**src/design/bctm_pkg.sv**
```systemverilog
`default_nettype none
// ----------------------------------------------------------------------------
// Block chain table manager package
// Shared constants, codes and bundles for the chain table manager.
// ----------------------------------------------------------------------------
package bctm_pkg;

  localparam int NumBlocks = 256;
  localparam int BlkW      = 8;
  localparam int LinkW     = BlkW + 1;
  localparam int CntW      = $clog2(NumBlocks + 1);
  localparam int HopW      = 8;
  localparam int CmdW      = 3;
  localparam int GrpSize   = 16;
  localparam int NumGrps   = NumBlocks / GrpSize;
  localparam int GrpW      = $clog2(NumGrps);
  localparam int OffW      = $clog2(GrpSize);

  localparam logic [LinkW-1:0] LinkEnd = '1;

  typedef enum logic [CmdW-1:0] {
    CMD_CREATE = 3'd0,
    CMD_APPEND = 3'd1,
    CMD_WALK   = 3'd2,
    CMD_COUNT  = 3'd3,
    CMD_FREE   = 3'd4
  } cmd_e;

  typedef enum logic [1:0] {
    ST_OK        = 2'd0,
    ST_NO_FREE   = 2'd1,
    ST_PAST_END  = 2'd2,
    ST_NOT_ALLOC = 2'd3
  } status_e;

  typedef struct packed {
    status_e             status;
    logic [BlkW-1:0]     block;
    logic [CntW-1:0]     total;
  } result_t;

  typedef struct packed {
    logic            en;
    logic [BlkW-1:0] idx;
    logic            val;
  } fm_wr_t;

  typedef struct packed {
    logic             we;
    logic             re;
    logic [BlkW-1:0]  addr;
    logic [LinkW-1:0] wdata;
  } ram_req_t;

endpackage
`default_nettype wire

```
**src/design/bctm_link_ram.sv**
```systemverilog
`default_nettype none
// ----------------------------------------------------------------------------
// Link table RAM
// Single-port synchronous memory holding the next link of every block.
// ----------------------------------------------------------------------------
module bctm_link_ram (
  input  wire logic                      clk_i,
  input  wire bctm_pkg::ram_req_t        req_i,
  output logic [bctm_pkg::LinkW-1:0]     rdata_o
);
  import bctm_pkg::*;

  logic [LinkW-1:0] mem_q [NumBlocks];
  logic [LinkW-1:0] rdata_q;

  always_ff @(posedge clk_i) begin
    if (req_i.we) begin
      mem_q[req_i.addr] <= req_i.wdata;
    end
    if (req_i.re) begin
      rdata_q <= mem_q[req_i.addr];
    end
  end

  assign rdata_o = rdata_q;

endmodule
`default_nettype wire

```
**src/design/bctm_free_map.sv**
```systemverilog
`default_nettype none
// ----------------------------------------------------------------------------
// Free map
// One flag per block, set at reset, with a two-stage lowest-free finder.
// ----------------------------------------------------------------------------
module bctm_free_map (
  input  wire logic                    clk_i,
  input  wire logic                    rst_ni,
  input  wire bctm_pkg::fm_wr_t        wr_i,
  input  wire logic [bctm_pkg::BlkW-1:0] chk_idx_i,
  output logic                         chk_free_o,
  output logic                         low_any_o,
  output logic [bctm_pkg::BlkW-1:0]    low_idx_o
);
  import bctm_pkg::*;

  logic [NumBlocks-1:0]  map_q;
  logic [NumGrps-1:0]    grp_any_d, grp_any_q;
  logic [OffW-1:0]       grp_off_d [NumGrps];
  logic [OffW-1:0]       grp_off_q [NumGrps];
  logic                  low_any_d, low_any_q;
  logic [BlkW-1:0]       low_idx_d, low_idx_q;
  logic [GrpW-1:0]       grp_sel;

  always_comb begin
    for (int g = 0; g < NumGrps; g++) begin
      grp_any_d[g] = |map_q[g*GrpSize +: GrpSize];
      grp_off_d[g] = '0;
      for (int k = GrpSize - 1; k >= 0; k--) begin
        if (map_q[g*GrpSize + k]) begin
          grp_off_d[g] = OffW'(k);
        end
      end
    end
  end

  always_comb begin
    grp_sel = '0;
    for (int g = NumGrps - 1; g >= 0; g--) begin
      if (grp_any_q[g]) begin
        grp_sel = GrpW'(g);
      end
    end
    low_any_d = |grp_any_q;
    low_idx_d = {grp_sel, grp_off_q[grp_sel]};
  end

  always_ff @(posedge clk_i or negedge rst_ni) begin
    if (!rst_ni) begin
      map_q     <= '1;
      grp_any_q <= '1;
      for (int g = 0; g < NumGrps; g++) begin
        grp_off_q[g] <= '0;
      end
      low_any_q <= 1'b1;
      low_idx_q <= '0;
    end else begin
      if (wr_i.en) begin
        map_q[wr_i.idx] <= wr_i.val;
      end
      grp_any_q <= grp_any_d;
      for (int g = 0; g < NumGrps; g++) begin
        grp_off_q[g] <= grp_off_d[g];
      end
      low_any_q <= low_any_d;
      low_idx_q <= low_idx_d;
    end
  end

  assign chk_free_o = map_q[chk_idx_i];
  assign low_any_o  = low_any_q;
  assign low_idx_o  = low_idx_q;

endmodule
`default_nettype wire

```
**src/design/bctm_ctrl.sv**
```systemverilog
`default_nettype none
// ----------------------------------------------------------------------------
// Chain controller
// Sequencer that decodes a command, chases links through the RAM and
// updates the free map and link table.
// ----------------------------------------------------------------------------
module bctm_ctrl (
  input  wire logic                        clk_i,
  input  wire logic                        rst_ni,
  input  wire logic                        in_valid_i,
  output logic                             in_ready_o,
  input  wire logic [bctm_pkg::CmdW-1:0]   command_i,
  input  wire logic [bctm_pkg::BlkW-1:0]   block_index_i,
  input  wire logic [bctm_pkg::HopW-1:0]   hop_count_i,
  output logic [bctm_pkg::BlkW-1:0]        chk_idx_o,
  input  wire logic                        chk_free_i,
  input  wire logic                        low_any_i,
  input  wire logic [bctm_pkg::BlkW-1:0]   low_idx_i,
  output bctm_pkg::fm_wr_t                 fm_wr_o,
  output bctm_pkg::ram_req_t               ram_req_o,
  input  wire logic [bctm_pkg::LinkW-1:0]  ram_rdata_i,
  output logic                             res_valid_o,
  input  wire logic                        res_ready_i,
  output bctm_pkg::result_t                res_o
);
  import bctm_pkg::*;

  typedef enum logic [2:0] {
    S_IDLE,
    S_FIND1,
    S_FIND2,
    S_DISPATCH,
    S_READ,
    S_EVAL,
    S_LINK,
    S_DONE
  } state_e;

  state_e            state_d, state_q;
  cmd_e              cmd_d, cmd_q;
  logic [BlkW-1:0]   blk_d, blk_q;
  logic [BlkW-1:0]   cur_d, cur_q;
  logic [BlkW-1:0]   nb_d, nb_q;
  logic [HopW-1:0]   hops_d, hops_q;
  logic [CntW-1:0]   cnt_d, cnt_q;
  result_t           res_d, res_q;
  logic [CntW-1:0]   cnt_inc;
  logic              nx_end;
  logic [BlkW-1:0]   nx_blk;

  assign cnt_inc = cnt_q + CntW'(1);
  assign nx_end  = ram_rdata_i[LinkW-1];
  assign nx_blk  = ram_rdata_i[BlkW-1:0];

  always_comb begin
    state_d    = state_q;
    cmd_d      = cmd_q;
    blk_d      = blk_q;
    cur_d      = cur_q;
    nb_d       = nb_q;
    hops_d     = hops_q;
    cnt_d      = cnt_q;
    res_d      = res_q;
    in_ready_o = 1'b0;
    fm_wr_o    = '0;
    ram_req_o  = '0;

    case (state_q)
      S_IDLE: begin
        in_ready_o = 1'b1;
        if (in_valid_i) begin
          cmd_d   = cmd_e'(command_i);
          blk_d   = block_index_i;
          cur_d   = block_index_i;
          hops_d  = hop_count_i;
          cnt_d   = '0;
          state_d = S_FIND1;
        end
      end
      S_FIND1: state_d = S_FIND2;
      S_FIND2: state_d = S_DISPATCH;
      S_DISPATCH: begin
        res_d   = '{status: ST_OK, block: '0, total: '0};
        nb_d    = low_idx_i;
        state_d = S_DONE;
        case (cmd_q)
          CMD_CREATE: begin
            if (!low_any_i) begin
              res_d.status = ST_NO_FREE;
            end else begin
              fm_wr_o   = '{en: 1'b1, idx: low_idx_i, val: 1'b0};
              ram_req_o = '{we: 1'b1, re: 1'b0, addr: low_idx_i, wdata: LinkEnd};
              res_d.block = low_idx_i;
            end
          end
          CMD_APPEND, CMD_WALK, CMD_COUNT, CMD_FREE: begin
            if (chk_free_i) begin
              res_d.status = ST_NOT_ALLOC;
            end else if (cmd_q == CMD_APPEND && !low_any_i) begin
              res_d.status = ST_NO_FREE;
            end else if (cmd_q == CMD_WALK && hops_q == '0) begin
              res_d.block = blk_q;
            end else begin
              state_d = S_READ;
            end
          end
          default: ;
        endcase
      end
      S_READ: begin
        ram_req_o = '{we: 1'b0, re: 1'b1, addr: cur_q, wdata: '0};
        state_d   = S_EVAL;
      end
      S_EVAL: begin
        case (cmd_q)
          CMD_WALK: begin
            if (nx_end) begin
              res_d.status = ST_PAST_END;
              state_d      = S_DONE;
            end else begin
              cur_d = nx_blk;
              cnt_d = cnt_inc;
              if (cnt_inc == CntW'(hops_q)) begin
                res_d.block = nx_blk;
                state_d     = S_DONE;
              end else begin
                state_d = S_READ;
              end
            end
          end
          CMD_COUNT, CMD_APPEND: begin
            if (!nx_end) begin
              cur_d = nx_blk;
              cnt_d = cnt_inc;
            end
            if (nx_end || cnt_inc == CntW'(NumBlocks)) begin
              if (cmd_q == CMD_COUNT) begin
                res_d.total = nx_end ? cnt_q : cnt_inc;
                state_d     = S_DONE;
              end else begin
                fm_wr_o   = '{en: 1'b1, idx: nb_q, val: 1'b0};
                ram_req_o = '{we: 1'b1, re: 1'b0, addr: nb_q, wdata: LinkEnd};
                state_d   = S_LINK;
              end
            end else begin
              state_d = S_READ;
            end
          end
          CMD_FREE: begin
            fm_wr_o = '{en: 1'b1, idx: cur_q, val: 1'b1};
            cnt_d   = cnt_inc;
            if (nx_end || cnt_inc == CntW'(NumBlocks)) begin
              res_d.total = cnt_inc;
              state_d     = S_DONE;
            end else begin
              cur_d   = nx_blk;
              state_d = S_READ;
            end
          end
          default: state_d = S_DONE;
        endcase
      end
      S_LINK: begin
        ram_req_o   = '{we: 1'b1, re: 1'b0, addr: cur_q, wdata: {1'b0, nb_q}};
        res_d.block = nb_q;
        state_d     = S_DONE;
      end
      S_DONE: begin
        if (res_ready_i) begin
          state_d = S_IDLE;
        end
      end
      default: state_d = S_IDLE;
    endcase
  end

  always_ff @(posedge clk_i or negedge rst_ni) begin
    if (!rst_ni) begin
      state_q <= S_IDLE;
      cmd_q   <= CMD_CREATE;
      blk_q   <= '0;
      cur_q   <= '0;
      nb_q    <= '0;
      hops_q  <= '0;
      cnt_q   <= '0;
      res_q   <= '{status: ST_OK, block: '0, total: '0};
    end else begin
      state_q <= state_d;
      cmd_q   <= cmd_d;
      blk_q   <= blk_d;
      cur_q   <= cur_d;
      nb_q    <= nb_d;
      hops_q  <= hops_d;
      cnt_q   <= cnt_d;
      res_q   <= res_d;
    end
  end

  assign chk_idx_o   = blk_q;
  assign res_valid_o = (state_q == S_DONE);
  assign res_o       = res_q;

`ifndef SYNTHESIS
  a_res_hold: assert property (@(posedge clk_i) disable iff (!rst_ni)
    res_valid_o && !res_ready_i |=> res_valid_o && $stable(res_q))
    else $error("result changed while stalled");

  a_cnt_bound: assert property (@(posedge clk_i) disable iff (!rst_ni)
    cnt_q <= CntW'(NumBlocks))
    else $error("link count beyond block count");

  a_past_end_walk: assert property (@(posedge clk_i) disable iff (!rst_ni)
    res_valid_o && res_q.status == ST_PAST_END |-> cmd_q == CMD_WALK)
    else $error("past-end status from a non-walk command");

  a_ram_one_op: assert property (@(posedge clk_i) disable iff (!rst_ni)
    ram_req_o.we |-> !ram_req_o.re && !in_ready_o)
    else $error("link write overlaps a read or an idle cycle");
`endif

endmodule
`default_nettype wire

```
**src/design/block_chain_table_manager_unit.sv**
```systemverilog
`default_nettype none
// Sequence after accept: S_FIND1, S_FIND2 and S_DISPATCH, then an S_READ/S_EVAL
//   pair per link table read (walk at most one per hop, free one per block, count
//   and append links + 1, at most 256), S_LINK for the append tail write, and
//   S_DONE. One command at a time; the next is taken once the result leaves the
//   controller, even while that beat waits at the output.
// Reset: free map all free, controller idle, output empty; link table not cleared.
// ----------------------------------------------------------------------------
// Block chain table manager
// Top level: free map, link RAM, controller and output register.
// ----------------------------------------------------------------------------
module block_chain_table_manager_unit (
  input  wire logic                        clk_i,
  input  wire logic                        rst_ni,
  input  wire logic                        in_valid_i,
  output logic                             in_ready_o,
  input  wire logic [bctm_pkg::CmdW-1:0]   command_i,
  input  wire logic [bctm_pkg::BlkW-1:0]   block_index_i,
  input  wire logic [bctm_pkg::HopW-1:0]   hop_count_i,
  output logic                             out_valid_o,
  input  wire logic                        out_ready_i,
  output logic [1:0]                       status_o,
  output logic [bctm_pkg::BlkW-1:0]        result_block_o,
  output logic [bctm_pkg::CntW-1:0]        link_total_o
);
  import bctm_pkg::*;

  fm_wr_t           fm_wr;
  ram_req_t         ram_req;
  logic [LinkW-1:0] ram_rdata;
  logic [BlkW-1:0]  chk_idx;
  logic             chk_free;
  logic             low_any;
  logic [BlkW-1:0]  low_idx;
  logic             res_valid;
  logic             res_ready;
  result_t          res;
  logic             out_valid_q;
  result_t          out_q;

  bctm_free_map u_free_map (
    .clk_i      (clk_i),
    .rst_ni     (rst_ni),
    .wr_i       (fm_wr),
    .chk_idx_i  (chk_idx),
    .chk_free_o (chk_free),
    .low_any_o  (low_any),
    .low_idx_o  (low_idx)
  );

  bctm_link_ram u_link_ram (
    .clk_i   (clk_i),
    .req_i   (ram_req),
    .rdata_o (ram_rdata)
  );

  bctm_ctrl u_ctrl (
    .clk_i         (clk_i),
    .rst_ni        (rst_ni),
    .in_valid_i    (in_valid_i),
    .in_ready_o    (in_ready_o),
    .command_i     (command_i),
    .block_index_i (block_index_i),
    .hop_count_i   (hop_count_i),
    .chk_idx_o     (chk_idx),
    .chk_free_i    (chk_free),
    .low_any_i     (low_any),
    .low_idx_i     (low_idx),
    .fm_wr_o       (fm_wr),
    .ram_req_o     (ram_req),
    .ram_rdata_i   (ram_rdata),
    .res_valid_o   (res_valid),
    .res_ready_i   (res_ready),
    .res_o         (res)
  );

  assign res_ready = !out_valid_q || out_ready_i;

  always_ff @(posedge clk_i or negedge rst_ni) begin
    if (!rst_ni) begin
      out_valid_q <= 1'b0;
    end else if (res_ready) begin
      out_valid_q <= res_valid;
    end
  end

  always_ff @(posedge clk_i) begin
    if (res_ready && res_valid) begin
      out_q <= res;
    end
  end

  assign out_valid_o    = out_valid_q;
  assign status_o       = out_q.status;
  assign result_block_o = out_q.block;
  assign link_total_o   = out_q.total;

endmodule
`default_nettype wire

```
**config.mk**
```make
export PLATFORM = sky130hd
export DESIGN_NAME = block_chain_table_manager_unit
export DESIGN_NICKNAME = d
export VERILOG_FILES = /design/src/design/bctm_pkg.sv /design/src/design/bctm_link_ram.sv /design/src/design/bctm_free_map.sv /design/src/design/bctm_ctrl.sv /design/src/design/block_chain_table_manager_unit.sv
export SDC_FILE = /design/constraint.sdc
export NUM_CORES = 2
export LEC_CHECK = 0
export BUFFER_PORTS_ARGS = -buffer_cell sky130_fd_sc_hd__buf_2
export CELL_PAD_IN_SITES_DETAIL_PLACEMENT = 1
export CELL_PAD_IN_SITES_GLOBAL_PLACEMENT = 1
export CORE_MARGIN = 2
export CORE_UTILIZATION = 30
export CTS_BUF_LIST = sky130_fd_sc_hd__clkbuf_2
export CTS_CLUSTER_DIAMETER = 30
export DETAILED_ROUTE_END_ITERATION = 6
export GPL_TIMING_DRIVEN = 0
export PLACE_DENSITY = 0.48
export REMOVE_ABC_BUFFERS = 1
export SYNTH_ARGS = -nofsm -noshare
export SYNTH_HDL_FRONTEND = slang
export SYNTH_HIERARCHICAL = 1
export SYNTH_SLANG_ARGS = --single-unit
```
**constraint.sdc**
```tcl
create_clock -name clk_i -period 7.45 [get_ports clk_i]
set_clock_uncertainty 0.05 [all_clocks]
set_input_delay 0.745 -clock clk_i [delete_from_list [all_inputs] [get_ports clk_i]]
set_output_delay 0.745 -clock clk_i [all_outputs]
set_load 0.01 [all_outputs]
```
==> results_dict.tcl <==
set metrics [dict create \
    io_pins 44 \
    die_area_mm2 0.378 \
    portBuffers 43 \
    grt_antenna_before_repair 16 \
    drv_cap 0 \
    final_hold_viol_count 0 \
    die_x_um 615 \
    max_stage_delay_ns 0.75 \
    cts_num_sinks 2744 \
    max_slew.worst_pin.slew_ns 1.47 \
    place_inst 11100 \
    nets 6971 \
    required_ns 9.12 \
    clock_path_buffers 4 \
    synth-seq-cells 2744 \
    final_cells 12500 \
    pre_cts_slack_ns -0.686 \
    viasPerCell 5.03 \
    min-delay-path-class "input pin to flip-flop" \
    finalMaxSlewViolations 0 \
    path_clk_slew_ns 0.13 \
    period_share 0.958 \
    p_leak_nw 44.3 \
    gr-total-overflow 0 \
    tritoncts "done" \
    clkLatencyLatePin_ns 2.13 \
    slew_headroom 0.0181 \
    syn_area_mm2 0.112 \
    postRouteAntennaNets 0 \
    setup_viol 0 \
    gp_congestion 0.760 \
    synth-warning-count 6 \
    cts_made_buffers 770 \
    end_kind "flip-flop" \
    crit_top_cell "buf_16" \
    power.density_mw_per_mm2 294 \
    ys_types 83 \
    firstDrtPassIters 5 \
    syn_to_final_growth_pct 15.0 \
    dp_hpwl_um 211000 \
    peakVddDrop_uv 171 \
    initial_core_util 0.301 \
    drive_gt1_frac 0.362 \
    arrival_ns 8.80 \
    drc_errors 0 \
    crit_path_max_fanout 28 \
    async_reset_ff_frac 0.150 \
    fill_cells 37900 \
    dr_total_vias 62900 \
    period_needed_ns 7.14 \
    core-area_mm2 0.372 \
    cts_htree_levels 6 \
    finalWorstSetupSlack_ns 0.314 \
    first_iter_violations 4591 \
    die_h_um 615 \
    syn_avg_cell_area_um2 17.9 \
    yosysSeqAreaShare 0.720 \
    holdWs_ns 0.384 \
    crit_chain "nand3_4 > or4_4 > a221oi_4 > o21a_2 > nand2_1 > nand3_4 > buf_16 > buf_16 > buf_16 > buf_16 > buf_16 > mux4_2 > a22oi_1 > a21oi_1 > o41ai_4 > nand4_1" \
    grt_max_degree 130 \
    synth_edf_count 2332 \
    fmax_ghz 0.140 \
    critical_path.startpoint_type "flip-flop" \
    crit_family "compound AO/OA/AOI/OAI gates" \
    num_rows 224 \
    path_buf_inv 5 \
    routedWlPerCell_um 27.0 \
    synth_flop_cell "edfxtp_1" \
    worstSetupPathType "flip-flop to flip-flop" \
    grt_pass1_vias 68100 \
    grt_use_total 0.176 \
    status "finished, final reports clean" \
    grt_pass1_wl_um 488000 \
    routed_wl_um 338000 \
    cp_slowest_cell "o41ai_4" \
    synthCells 6266 \
    rsz0062_at_grt "no" \
    ctsRootBufferMaster "clkbuf_2" \
]
-- registers in the layout (all words and copies together) (netlist names), 2 cells and up --
| register | flops |
|---|---|
| u_free_map/low_idx_o | 8 |
| u_ctrl/cur_q | 8 |
| u_ctrl/state_q | 3 |
| u_link_ram/mem_q | 2304 |
| u_ctrl/nb_q | 8 |
| u_ctrl/hops_q | 8 |
| u_free_map/grp_off_q | 64 |
| u_link_ram/rdata_o | 9 |
| u_free_map/grp_any_q | 16 |
| u_free_map/map_q | 256 |
| u_ctrl/cmd_q | 3 |
| u_ctrl/cnt_q | 9 |
| link_total_o | 9 |
| u_ctrl/chk_idx_o | 8 |
| result_block_o | 8 |
| status_o | 2 |
| u_ctrl/res_o | 19 |
-- report_power, final --
part | switching, mW | total (mW) | internal, mW
clock | 6.51 | 11.2 | 4.69
combinational | 5.62 | 9.16 | 3.55
sequential | 0.477 | 17.5 | 17.1
-- metrics by stage --
stage | TNS, ns | cell area, um2 | utilization | power [mW]
finish | 0 | 129000 | 0.346 | 37.9
global route | 0 | 129000 | 0.346 | 39.8
CTS | 0 | 129000 | 0.346 | 38.6
detailed placement | -2.76 | 121000 | 0.324 | 27.0
global placement | - | 117000 | 0.314 | 26.6
floorplan | - | 110000 | - | 24.6
-- routing by layer --
layer / GRT usage / vias up / wire [um]
met5: 0 / - / 85
met4: 0.0493 / 10 / 7580
met3: 0.0345 / 498 / 18400
met2: 0.278 / 1666 / 159000
met1: 0.245 / 33700 / 153000
li1: - / 27000 / -
-- synth_stat cells, drive strengths merged, types with 17 or more instances --
| master | number | area share |
|---|---|---|
| a211oi | 17 | 0.0011 |
| a21boi | 25 | 0.0017 |
| a21oi | 193 | 0.0086 |
| a221oi | 25 | 0.0021 |
| a22oi | 301 | 0.020 |
| and2 | 32 | 0.0018 |
| buf | 128 | 0.0067 |
| clkbuf | 254 | 0.0086 |
| dfrtp | 139 | 0.031 |
| dfstp | 273 | 0.064 |
| edfxtp | 2332 | 0.62 |
| inv | 62 | 0.0021 |
| mux2 | 297 | 0.030 |
| mux2i | 83 | 0.0074 |
| mux4 | 618 | 0.12 |
| nand2 | 458 | 0.015 |
| nand2b | 23 | 0.0014 |
| nand3 | 79 | 0.0037 |
| nor2 | 421 | 0.014 |
| nor2b | 31 | 0.0017 |
| nor3 | 98 | 0.0044 |
| nor4 | 50 | 0.0030 |
| o21ai | 48 | 0.0023 |
| o21bai | 50 | 0.0034 |
| o22ai | 23 | 0.0013 |
| o31ai | 21 | 0.0015 |
| o41ai | 38 | 0.0030 |
-- cells by family after synthesis --
logic type,Yosys count,share of synthesized area
xor+xnor,15,0.00117
buf+inv,444,0.0173
flops,2744,0.720
fa+ha+maj,1,0.000112
simple gates,1276,0.0508
mux,998,0.162
compound gates,788,0.0489
-- worst paths after layout --
path | start | to | slack [ns] | cells past startpoint
setup / recovery | u_ctrl/cnt_q[0] | u_link_ram/rdata_o[8] | 0.31 | 16
hold / removal | hop_count_i[1] | u_ctrl/hops_q[1] | 0.38 | 5
setup reg to reg | u_ctrl/cnt_q[0] | u_link_ram/rdata_o[8] | 0.31 | 16
hold reg to reg | u_ctrl/res_o[8] | link_total_o[8] | 0.40 | 0
max in group asynchronous | rst_ni | u_free_map/map_q[219] | 4.79 | 8
min in group asynchronous | rst_ni | u_ctrl/res_o[1] | 0.86 | 6
-- what timing repair did --
| action | 4_1_cts | 5_1_grt |
|---|---|---|
| setup endpoints to repair | 9 | 7 |
| hold buffers | 81 | 0 |
| setup buffers | 3 | 0 |
| resized for setup | 4 | 8 |
| pin swaps | 2 | 0 |
| hold endpoints to repair | 471 | 0 |
| cloned | 1 | 0 |
-- worst reg2reg max path: stages, from the launching register on --
cell and delay [ns]:
dfrtp_1 0.66, nand3_4 0.20, or4_4 0.57, a221oi_4 0.39, o21a_2 0.37, nand2_1 0.33, nand3_4 0.24, buf_16 0.28
buf_16 0.30, buf_16 0.26, buf_16 0.31, buf_16 0.31, mux4_2 0.57, a22oi_1 0.43, a21oi_1 0.31, o41ai_4 0.75
nand4_1 0.40
-- final cells by class --
class	count	area, um2	share of cell area
sequential	2744	80700	0.626
multi-input combinational	3079	30100	0.233
tap	4972	6220	0.0483
clock buffer	1087	5440	0.0422
timing repair buffer	290	4510	0.0350
clock inverter	265	1670	0.0129
inverter	62	240	0.00186
antenna	14	35.0	0.000272
-- layout by cell type (no fill, tap or decap), types with 15 or more instances in the layout --
master / instances
nor2b_1: 25
inv_1: 61
clkinv_2: 50
a22oi_1: 301
mux2i_1: 83
a21oi_1: 193
nand3_1: 67
nand2b_1: 20
dlygate4sd3_1: 80
a221oi_1: 24
mux4_2: 612
buf_16: 78
o31ai_1: 20
dfrtp_1: 136
a21boi_0: 25
bufinv_16: 21
buf_2: 45
clkinv_1: 158
o21bai_1: 50
nor4_1: 47
buf_6: 19
o41ai_1: 21
mux2_2: 295
o21ai_0: 44
o22ai_1: 23
buf_4: 17
nand2_1: 441
dfstp_2: 273
edfxtp_1: 2332
or4_1: 15
and2_1: 19
inv_2: 23
buf_12: 45
a211oi_1: 17
nor3_2: 34
clkbuf_2: 1087
nor3_1: 64
nor2_1: 411
Note: power is estimated with default switching activity, not from simulation.
